--- src/rtl/tic_delay.sv ---
// Enabled delay line that carries a word and its valid bit.
module tic_delay #(
  parameter int unsigned W     = 8,
  parameter int unsigned DEPTH = 2
) (
  input  logic         clk_i,
  input  logic         rst_ni,
  input  logic         en_i,
  input  logic         vld_i,
  input  logic [W-1:0] data_i,
  output logic         vld_o,
  output logic [W-1:0] data_o
);

  logic         vld_q  [DEPTH];
  logic [W-1:0] data_q [DEPTH];

  always_ff @(posedge clk_i or negedge rst_ni) begin
    if (!rst_ni) begin
      for (int i = 0; i < DEPTH; i++) begin
        vld_q[i] <= 1'b0;
      end
    end else if (en_i) begin
      vld_q[0] <= vld_i;
      for (int i = 1; i < DEPTH; i++) begin
        vld_q[i] <= vld_q[i-1];
      end
    end
  end

  always_ff @(posedge clk_i) begin
    if (en_i) begin
      data_q[0] <= data_i;
      for (int i = 1; i < DEPTH; i++) begin
        data_q[i] <= data_q[i-1];
      end
    end
  end

  assign vld_o  = vld_q[DEPTH-1];
  assign data_o = data_q[DEPTH-1];

endmodule

--- config.mk ---
export PLATFORM = sky130hd
export DESIGN_NAME = tic_delay
export DESIGN_NICKNAME = d
export VERILOG_FILES = /design/src/rtl/tic_delay.sv
export SDC_FILE = /design/constraint.sdc
export NUM_CORES = 1
export LEC_CHECK = 0
export ABC_AREA = 1
export BUFFER_PORTS_ARGS = -buffer_cell sky130_fd_sc_hd__buf_2
export CAP_MARGIN = 10
export CORE_AREA = 2 2 41 43
export DETAILED_ROUTE_END_ITERATION = 6
export DIE_AREA = 0 0 43 45
export PLACE_DENSITY = 0.77
export SLEW_MARGIN = 10
export SYNTH_ARGS = -nofsm -noshare
export SYNTH_HDL_FRONTEND = slang
export SYNTH_SLANG_ARGS = --single-unit
--- constraint.sdc ---
create_clock -name clk_i -period 0.8 [get_ports clk_i]
set_input_delay 0.04 -clock clk_i [delete_from_list [all_inputs] [get_ports clk_i]]
set_output_delay 0.04 -clock clk_i [all_outputs]
set_load 0.01 [all_outputs]
* Yosys cells after proc, flatten, opt, wreduce, memory -nomap -nowiden *
Memory sizes are Yosys's and may differ from the RTL's.
Cells that the tools add are included.

operators by class
  multiplexer cells = 2

operators with widths
  kind              count
  2-to-1 mux 1 bit  2

storage, ports and cells
  register bits = 2
  memory bits (writable) = 16
  bits of input ports = 12
  logic and storage cells = 5
  memories kept = 1

memories
  name    words  bits a word  rd ports  clocked after Yosys merged registers in  wr ports  line  text
  data_q  2      8            2         0                                        2         16    logic [W-1:0] data_q [DEPTH];

* Logic depth before layout (Yosys ltp) *
  depth in word-level cells = 2
  mapped depth = 3

* Least setup slack after synthesis *
OpenSTA, ideal clock, no wires.

  path type = reg-to-reg
  start point = register, netlist name vld_o
  end point = register vld_q (netlist bit vld_o)
  arrival = 499 ps
  required time = 683 ps
  slack = 185 ps
  cell stages (with the launch flop) = 3
  path buffers = 0
  period minus slack after synthesis = 615 ps
  cell sequence = dfrtp_1 nand2_1 nand2_1

RTL lines
  element                        line  text
  end signal, assigned by index  26    vld_q[i] <= vld_q[i-1];
  end, declared                  15    logic vld_q [DEPTH];

* Worst setup path in the final report *
  start point = register vld_q (netlist bit vld_o)
  end point = output port vld_o

RTL lines
  element        line  text
  end, declared  11    output logic vld_o,

No word-level cell between the ends.

==> impl_results.md <==
- Status: complete, but fails checks
- Failing checks: setup timing
- DRT Wirelength: 875 microns
- CP top delay family: flip-flops
- Wirelength per Cell: 11.5 microns
- WP data required: 760 ps
- Largest family of logic cells by synthesized area: buffers and inverters
- Max-cap violations: 0
- Syn Inst Count: 33
- Largest net degree at the start of global routing: 20
- Overall power: 1.79 mW
- Layout fillers: 123
- Syn nets: 45
- Num CTS Buffers: 3
- Fmax: 1170 MHz
- Die outline area: 1940 sq um
- Crit-path slowest cell: dfrtp_1
- Initial DRT Pass Iterations: 3
- Flip-flop and latch count after synthesis: 18
- IO Port Bufs: 20
- Multiplexer area fraction after synthesis: 0
- Layout area overhead: 33.1%
- Yosys warns: 0
- Setup crit start kind: flop
- NumNets Final: 73
- Row count: 14
- Area of the multi-input gates: 22.5 sq um
- GRT Util Overall: 0.0953
- Core box area: 1470 sq um
- Non-filler cells, final: 76
- Clk sinks: 18
- Hold/Removal Path Class: in2async
- Area share of fa/ha/maj cells after synthesis: 0
- Initial antenna violation count: 0
- Storage cell area: 531 sq um
- Worst slew margin: 0.739
- DR vias: 317
- Vias per cell: 4.17
- Mean Syn Cell Area: 18.7 sq um
- Initial Util: 0.419
- Vias in the first global route: 283
- Synth cell types: 5
- RSZ-0062 raised after global routing: yes
- Mapped cell area: 617 sq um
- Share of cells above drive strength 1: 0.417
- Final Hold Viols: 0
- Clock latency on the worst-skew pair: 280 ps
- Die X: 43 microns
- Clock slew at reported path FFs: 100 ps
- Top Ports: 21
- Simple-Gate Fraction of Synth Area: 0.0365
- Max Clock Skew: 7.91 ps
- Dpl cells: 61
- Ant. Diodes: 0
- CP Capture Type: output pin
- Worst Path Arrival: 820 ps
- P_leak: 0.351 nW
- Crit-path cells: buf_2
- Pwr/cell area: 2190 nW/um^2
- Worst vdd ir: 1.04 mV
- Final slew viol count: 0
- Seq/Total Area, Yosys: 0.860
- CTS tree: built
- Drt first-iter violations: 5
- Worst Setup Slack post-DPL: 84.1 ps
- Chip height: 45 microns
- Compound-Gate Fraction of Synth Area: 0
- GP Congestion: 0.578
- Slowest stage delay, CP: 390 ps
- Buf/Inv on CP: 1
- Slew at the pin with the worst max-slew slack: 391 ps
- Hpwl dp: 570 microns
- CTS Buffer Depth: 2
- Layout Utilization: 0.558
- Slack of the critical path: -57.3 ps
- GR Overflow Total: 0
- # DRC: 0
- Synth Area in XOR/XNOR: 0
- Final min period: 857 ps
- Endpoints failing setup: 9
- Final period utilization: 1.07
- Root Buffer Master: clkbuf_4
- First-pass GRT wire length: 1230 microns
- DRT antenna net count: 0
- Number of H-tree levels: 1
- Setup CP Type: reg2out
- Crit path max fanout: 2
## routing by layer
| metal | GRT usage | wire length [microns] | vias up | part of all wire |
|---|---|---|---|---|
| met3 | 0.0240 | 39 | 0 | 0.045 |
| met1 | 0.104 | 369 | 147 | 0.42 |
| li1 | - | - | 160 | - |
| met4 | 0.0909 | 0 | 0 | 0 |
| met2 | 0.152 | 466 | 10 | 0.53 |
| met5 | 0 | 0 | - | 0 |
## layout make-up
class | count | share of cell area
multi-input cells | 6 | 0.0274
clock buffers | 4 | 0.0442
inverters | 1 | 0.00457
repair buffers | 31 | 0.253
flip-flops and latches | 18 | 0.646
well taps | 16 | 0.0244
## registers in the layout, indices dropped and copies added (netlist names)
signal,cells
data_q,16
vld_q,1
vld_o,1
## placed cells by master (no fill, tap or decap), drive strengths merged
master	instances
nand2	6
dfrtp	2
dlygate4sd3	10
inv	1
clkbuf	4
edfxtp	16
buf	21
## power breakdown
part / total [mW] / internal [mW] / switching, mW
clock network: 0.523 / 0.277 / 0.246
registers: 1.12 / 1.10 / 0.0205
logic: 0.147 / 0.0823 / 0.0649
## synthesized netlist by cell type, drive strengths merged
library cell | instances | area, sq um
buf | 8 | 60.1
dfrtp | 2 | 50.1
edfxtp | 16 | 480
inv | 1 | 3.75
nand2 | 6 | 22.5
## per-stage QoR
step / hold slack, ps / cell area [sq um] / setup TNS (ps)
after floorplan: -256 / 617 / 0
after global placement: -174 / 677 / 0
after detailed placement: -172 / 677 / 0
after CTS: 49.3 / 813 / -481
after global routing: 30.0 / 821 / -740
final: 54.8 / 821 / -321
## logic make-up (layout without fill, tap and decap cells)
| kind of cell | count (synthesis) | after routing |
|---|---|---|
| AND/OR/NAND/NOR | 6 | 6 |
| flip-flops | 18 | 18 |
| buffers and inverters | 9 | 36 |
## final timing paths
| path | cells past startpoint | from | end | slack (ps) |
|---|---|---|---|---|
| setup / recovery | 1 | vld_o$_DFFE_PN0P_ | vld_o | -60 |
| setup reg to reg | 3 | vld_o$_DFFE_PN0P_ | vld_o$_DFFE_PN0P_ | 80 |
| max in group asynchronous | 2 | rst_ni | vld_q[1]$_DFFE_PN0P_ | 650 |
| min in group clk_i | 3 | en_i | vld_q[1]$_DFFE_PN0P_ | 170 |
| hold / removal | 2 | rst_ni | vld_o$_DFFE_PN0P_ | 50 |
| hold reg to reg | 0 | data_q[0][5]$_DFFE_PP_ | data_q[0][13]$_DFFE_PP_ | 430 |
## timing repair
item / in CTS / in global routing
endpoints found under the setup margin: 9 / 9
hold endpoints to repair: 11 / 0
hold buffers: 10 / 0
gates resized for setup: 0 / 0
setup buffers: 0 / 1
pin swaps: 0 / 0
No activity file was read; power rests on OpenSTA's default activity.
