<file path="src/rtl/tic_isqrt.sv">
// Pipelined floor square root, one result bit per stage.
module tic_isqrt #(
  parameter int unsigned ROOT_W = 32
) (
  input  logic                  clk_i,
  input  logic                  en_i,
  input  logic [2*ROOT_W-1:0]   rad_i,
  output logic [ROOT_W-1:0]     root_o
);

  localparam int unsigned RadW = 2 * ROOT_W;
  localparam int unsigned RemW = ROOT_W + 2;

  logic [RemW-1:0]   rem_q  [ROOT_W+1];
  logic [ROOT_W-1:0] root_q [ROOT_W+1];
  logic [RadW-1:0]   rad_q  [ROOT_W];

  always_ff @(posedge clk_i) begin
    if (en_i) begin
      rem_q[0]  <= '0;
      root_q[0] <= '0;
      rad_q[0]  <= rad_i;
    end
  end

  for (genvar s = 1; s <= ROOT_W; s++) begin : g_step
    logic [RemW+1:0] pull;
    logic [RemW+1:0] trial;
    logic            take;

    always_comb begin
      pull  = {rem_q[s-1], rad_q[s-1][RadW-1 -: 2]};
      trial = {2'b00, root_q[s-1], 2'b01};
      take  = (pull >= trial);
    end

    always_ff @(posedge clk_i) begin
      if (en_i) begin
        rem_q[s]  <= take ? RemW'(pull - trial) : pull[RemW-1:0];
        root_q[s] <= {root_q[s-1][ROOT_W-2:0], take};
      end
    end

    if (s < ROOT_W) begin : g_rad
      always_ff @(posedge clk_i) begin
        if (en_i) begin
          rad_q[s] <= {rad_q[s-1][RadW-3:0], 2'b00};
        end
      end
    end
  end

  assign root_o = root_q[ROOT_W];

endmodule

</file>
<file path="config.mk">
export PLATFORM = sky130hd
export DESIGN_NAME = tic_isqrt
export DESIGN_NICKNAME = d
export VERILOG_FILES = /design/src/rtl/tic_isqrt.sv
export SDC_FILE = /design/constraint.sdc
export NUM_CORES = 2
export LEC_CHECK = 0
export BUFFER_PORTS_ARGS = -buffer_cell sky130_fd_sc_hd__buf_2
export CAP_MARGIN = 10
export CORE_MARGIN = 2
export CORE_UTILIZATION = 50
export CTS_CLUSTER_SIZE = 14
export DETAILED_ROUTE_END_ITERATION = 8
export PLACE_DENSITY = 0.63
export SYNTH_ARGS = -nofsm -noshare
export SYNTH_HDL_FRONTEND = slang
export SYNTH_MEMORY_MAX_BITS = 65536
export SYNTH_SLANG_ARGS = --single-unit
</file>
<file path="constraint.sdc">
create_clock -name clk_i -period 9 [get_ports clk_i]
set_input_delay 1.8 -clock clk_i [delete_from_list [all_inputs] [get_ports clk_i]]
set_output_delay 1.8 -clock clk_i [all_outputs]
set_load 0.02 [all_outputs]
</file>
### Word-level counts from Yosys, hierarchy flattened

Memories as Yosys holds them, arrays and structs flattened.
Cells that the tools add are included.

| storage, ports and cells | value |
|---|---|
| bits in registers | 0 |
| memory bits (writable) | 4,226 |
| output and inout port bits | 32 |
| logic and storage cells | 101 |
| memories kept | 3 |

| operators by class | value |
|---|---|
| add/subtract/negate cells | 32 |
| magnitude comparators | 32 |
| muxes and demuxes | 34 |

Memory list:

| name | depth | width | read ports | clocked after Yosys merged registers in | wr ports | line | text |
|---|---|---|---|---|---|---|---|
| rad_q | 32 | 64 | 32 | 0 | 32 | 16 | `logic [RadW-1:0] rad_q [ROOT_W];` |
| rem_q | 33 | 34 | 32 | 0 | 33 | 14 | `logic [RemW-1:0] rem_q [ROOT_W+1];` |
| root_q | 33 | 32 | 33 | 0 | 33 | 15 | `logic [ROOT_W-1:0] root_q [ROOT_W+1];` |

Operators with widths:

| cell | count |
|---|---|
| 36-bit by 34-bit >= comparator with 1-bit output | 32 |
| 34-bit 2-to-1 mux | 32 |
| 34-bit subtractor | 32 |
| 1-bit 2-to-1 mux | 2 |

### Longest topological paths before layout

An unclocked memory read counts as a cell.

| depth | value |
|---|---|
| word-level depth | 3 |
| mapped depth | 14 |
| depth with buffers taken out | 12 |

### Worst setup path before layout

No wires, ideal clock.

| path | value |
|---|---|
| path type | reg-to-reg |
| start | memory rem_q[0][626] in the netlist's numbering |
| end | memory rem_q[0][679] in the netlist's numbering (data pin) |
| data arrival time | 3,204 ps |
| required time | 8,742 ps |
| path slack | 5,539 ps |
| stages on the path, launching flop included | 13 |
| buffers on the path | 2 |
| cells stage by stage | edfxtp_1 -> ha_1 -> clkbuf_1 -> nand4_1 -> or3_1 -> or2_2 -> o21bai_1 -> or4b_2 -> clkbuf_1 -> or3b_2 -> a21oi_1 -> nand2_1 -> xnor2_1 |

RTL lines:

| item | line |
|---|---|
| from (decl) | 14 |

==> results.py <==
metrics = {
    "run_status": {
        "status": "finished clean",
    },
    "final_layout": {
        "drive_gt1_frac": 0.0694,
        "n_fill_cell": 19200,
        "syn2layout_area_growth_pct": 11.3,
        "fin_area_sq_um": 133000,
        "multi_input_area_sq_um": 38500,
        "seqCellArea_sq_um": 77700,
        "nets": 10100,
    },
    "floorplan": {
        "coreArea_sq_um": 238000,
        "die_w_um": 493,
        "fp.dieH_um": 493,
        "rows": 179,
        "ios": 98,
        "dieArea_sq_um": 243000,
        "start_util": 0.503,
    },
    "timing": {
        "hold_ws_ns": 0.400,
        "rsz0062_at_grt": "no",
        "worstMarginPinSlew_ns": 1.17,
        "slew_viol_final": 0,
        "setup_viol": 0,
        "fin_crit_sh": 0.484,
        "slew_headroom": 0.217,
        "setup_slack_ns": 4.64,
        "hold_viol_final": 0,
        "fmax_mhz": 229,
        "finClkSkew_ns": 0.0760,
        "tns_ns": 0,
        "fin_crit_ns": 4.36,
    },
    "clock_tree": {
        "cts.root.buffer_cell": "clkbuf_16",
        "cts.repair.resized": 0,
        "htree_levels": 5,
        "post-cts-setup-buffer-count": 0,
        "clkTransAtPathRegs_ns": 0.06,
        "clock_path_buffers": 4,
        "insertion_delay_ns": 0.92,
        "cts_sinks": 2587,
        "cts_tree": "built",
        "cts_buffers": 292,
        "cts.hold.buffers_added": 0,
    },
    "global_route": {
        "grtUsageTotal": 0.193,
        "overflow": 0,
        "grt_pass1_vias": 69200,
        "grt_first_pass_wirelength_mm": 376,
        "grt_max_degree": 183,
        "antenna_found_initial": 3,
    },
    "critical_path": {
        "reg2reg_depth": 10,
        "worstPathRequired_ns": 9.57,
        "cp_data_arrival_time_ns": 4.93,
        "slowest_delay_ns": 0.77,
        "critPathLaunchType": "flip-flop",
        "cp-end-kind": "flip-flop",
        "worstPathCellList": "ha_1 > nand3_1 > or4_1 > o21a_1 > a2111oi_1 > or2_2 > a211oi_4 > buf_4 > a2111oi_0 > xor2_1",
        "crit_type": "reg2reg",
        "r2r_setup_slack_ns": 4.64,
        "rr_startpoint": "rem_q[0][824]$_DFFE_PP_",
        "critPathSlowestCell": "a2111oi_1",
        "timing.rr.end": "rem_q[0][882]$_DFFE_PP_",
        "crit_fanout": 56,
    },
    "detailed_routing": {
        "drtIter0Drc": 5733,
        "via_count": 70400,
        "first_pass_iters": 6,
        "wl_mm": 238,
        "ant_nets": 0,
        "wl_per_cell_um": 18.6,
        "via_per_inst": 5.50,
        "drcViolationCount": 0,
    },
    "logic_synthesis": {
        "ys_ff_latch": 2587,
        "synth_area_sq_um": 119000,
        "yosys.area.top_type_share": 0.651,
        "ys_dominant_reg_cell": "edfxtp_1",
        "synthTopCellsByArea": "edfxtp_1, ha_1, xnor2_1",
        "synth_seq_area_share": 0.651,
        "synthDistinctLibCells": 87,
        "synth_area_leader_cell": "edfxtp_1",
        "syn-num-nets": 9793,
        "avgSynthCellArea_sq_um": 13.0,
        "yosysMostFrequentCell": "edfxtp_1",
        "synth_async_sr_flop_share": 0,
        "synthTopCellsByCount": "edfxtp_1, inv_1, nand2_1",
        "synth_edf_count": 2587,
        "yosysWarnings": 0,
        "syn_inst": 9165,
    },
    "pwr": {
        "internal-power_w": 0.0247,
        "comb_power_share": 0.194,
        "seq_power_share": 0.475,
        "sw_frac_of_total": 0.275,
        "vdd_drop_max_mv": 0.190,
        "p_clk_frac": 0.331,
        "p_leak_nw": 50.4,
        "p_sw_w": 0.00935,
        "p_per_area_nw_per_um2": 256,
    },
    "hold_path": {
        "hold_start": "rad_q[15][30]$_DFFE_PP_",
        "min_path_type": "reg2reg",
        "worstHoldPathCells": 0,
        "holdPathEnd": "rad_q[16][32]$_DFFE_PP_",
    },
    "place": {
        "port_buffers": 97,
        "dpl_cell_area_sq_um": 124000,
        "pre_cts_slack_ns": 4.63,
        "gp_congestion": 0.899,
        "hpwl_mm": 170,
    },
    "job": {
        "cap_violations": 0,
    },
}
## worst max-delay path by stage
| stage | from | end | slack [ns] | depth (start not counted) |
|---|---|---|---|---|
| floorplan | rem_q[0][626]$_DFFE_PP_ | rem_q[0][679]$_DFFE_PP_ | 5.54 | 12 |
| global placement | en_i | rad_q[1][62]$_DFFE_PP_ | 4.74 | 3 |
| detailed placement | en_i | rad_q[0][60]$_DFFE_PP_ | 4.63 | 3 |
| CTS | rem_q[0][824]$_DFFE_PP_ | rem_q[0][882]$_DFFE_PP_ | 4.69 | 10 |
| global route | rem_q[0][591]$_DFFE_PP_ | rem_q[0][642]$_DFFE_PP_ | 4.41 | 11 |
| finish | rem_q[0][824]$_DFFE_PP_ | rem_q[0][882]$_DFFE_PP_ | 4.64 | 10 |
## flip-flops by register name, summed over array words and instances (netlist names)
register  count
rad_q      1056
rem_q      1003
root_q      528
## power groups by stage
stage | registers, W | logic [W] | clock network, W
floorplan | 0.0160 | 0.00490 | 0
global placement | 0.0164 | 0.00649 | 0
detailed placement | 0.0164 | 0.00656 | 0
CTS | 0.0162 | 0.00661 | 0.0116
global route | 0.0163 | 0.00743 | 0.0120
finish | 0.0162 | 0.00662 | 0.0113
## per-stage QoR
step,power [W],instances,utilization
after CTS,0.0344,12800,0.559
after detailed placement,0.0230,12300,0.521
after global routing,0.0358,12800,0.559
after floorplan,0.0209,9165,-
final,0.0341,12800,0.559
after global placement,0.0229,12300,0.521
## worst max-delay path, delay by kind of cell (launching register included)
kind	cells	cell delay [ns]
flops	1	0.39
compound gates	4	1.68
buf+inv	1	0.33
xor+xnor	1	0.14
fa+ha+maj	1	0.42
simple gates	3	1.05
## metal layers
metal  vias to the layer above  track usage  routed length (um)
met5                         -            0                   0
met4                         0       0.0610                7370
met3                       483       0.0254                9560
met2                      1513        0.331              116000
met1                     33900        0.256              104000
li1                      34500            -                   -
## cell type report
| class | instances | share of cell area |
|---|---|---|
| sequential | 2587 | 0.584 |
| inverter | 711 | 0.0201 |
| timing repair buffer | 148 | 0.00815 |
| tap | 3167 | 0.0298 |
| antenna | 1 | 0.0000188 |
| multi-input combinational | 5688 | 0.289 |
| clock inverter | 139 | 0.00997 |
| clock buffer | 356 | 0.0581 |
## cell usage in the layout, fill, tap and decap left out, types with 53 or more instances in the layout
| cell type | instances |
|---|---|
| o21ai_0 | 489 |
| a21oi_1 | 580 |
| xnor2_1 | 427 |
| nand2b_1 | 96 |
| nor3_1 | 212 |
| edfxtp_1 | 2587 |
| clkbuf_1 | 56 |
| inv_1 | 709 |
| xor2_1 | 423 |
| nand2_1 | 642 |
| buf_2 | 96 |
| a21o_1 | 242 |
| mux2_2 | 53 |
| nor2_1 | 531 |
| or4_1 | 69 |
| nand4_1 | 110 |
| nand3_1 | 136 |
| nor4_1 | 112 |
| clkbuf_16 | 300 |
| or3_1 | 98 |
| ha_1 | 562 |
| o31ai_1 | 65 |
| nor2b_1 | 86 |
| o21a_1 | 111 |
## cells by family after synthesis
group	count (synthesis)	share of synthesized area
AOI/OAI and AO/OA	1860	0.0960
adders and majority gates	562	0.0589
muxes	67	0.00617
and+or+nand+nor	2348	0.0980
xor gates and xnor gates	850	0.0623
other	1	0.0000314
buffers and inverters	890	0.0280
DFF	2587	0.651
Note: power is estimated with default switching activity, not from simulation.
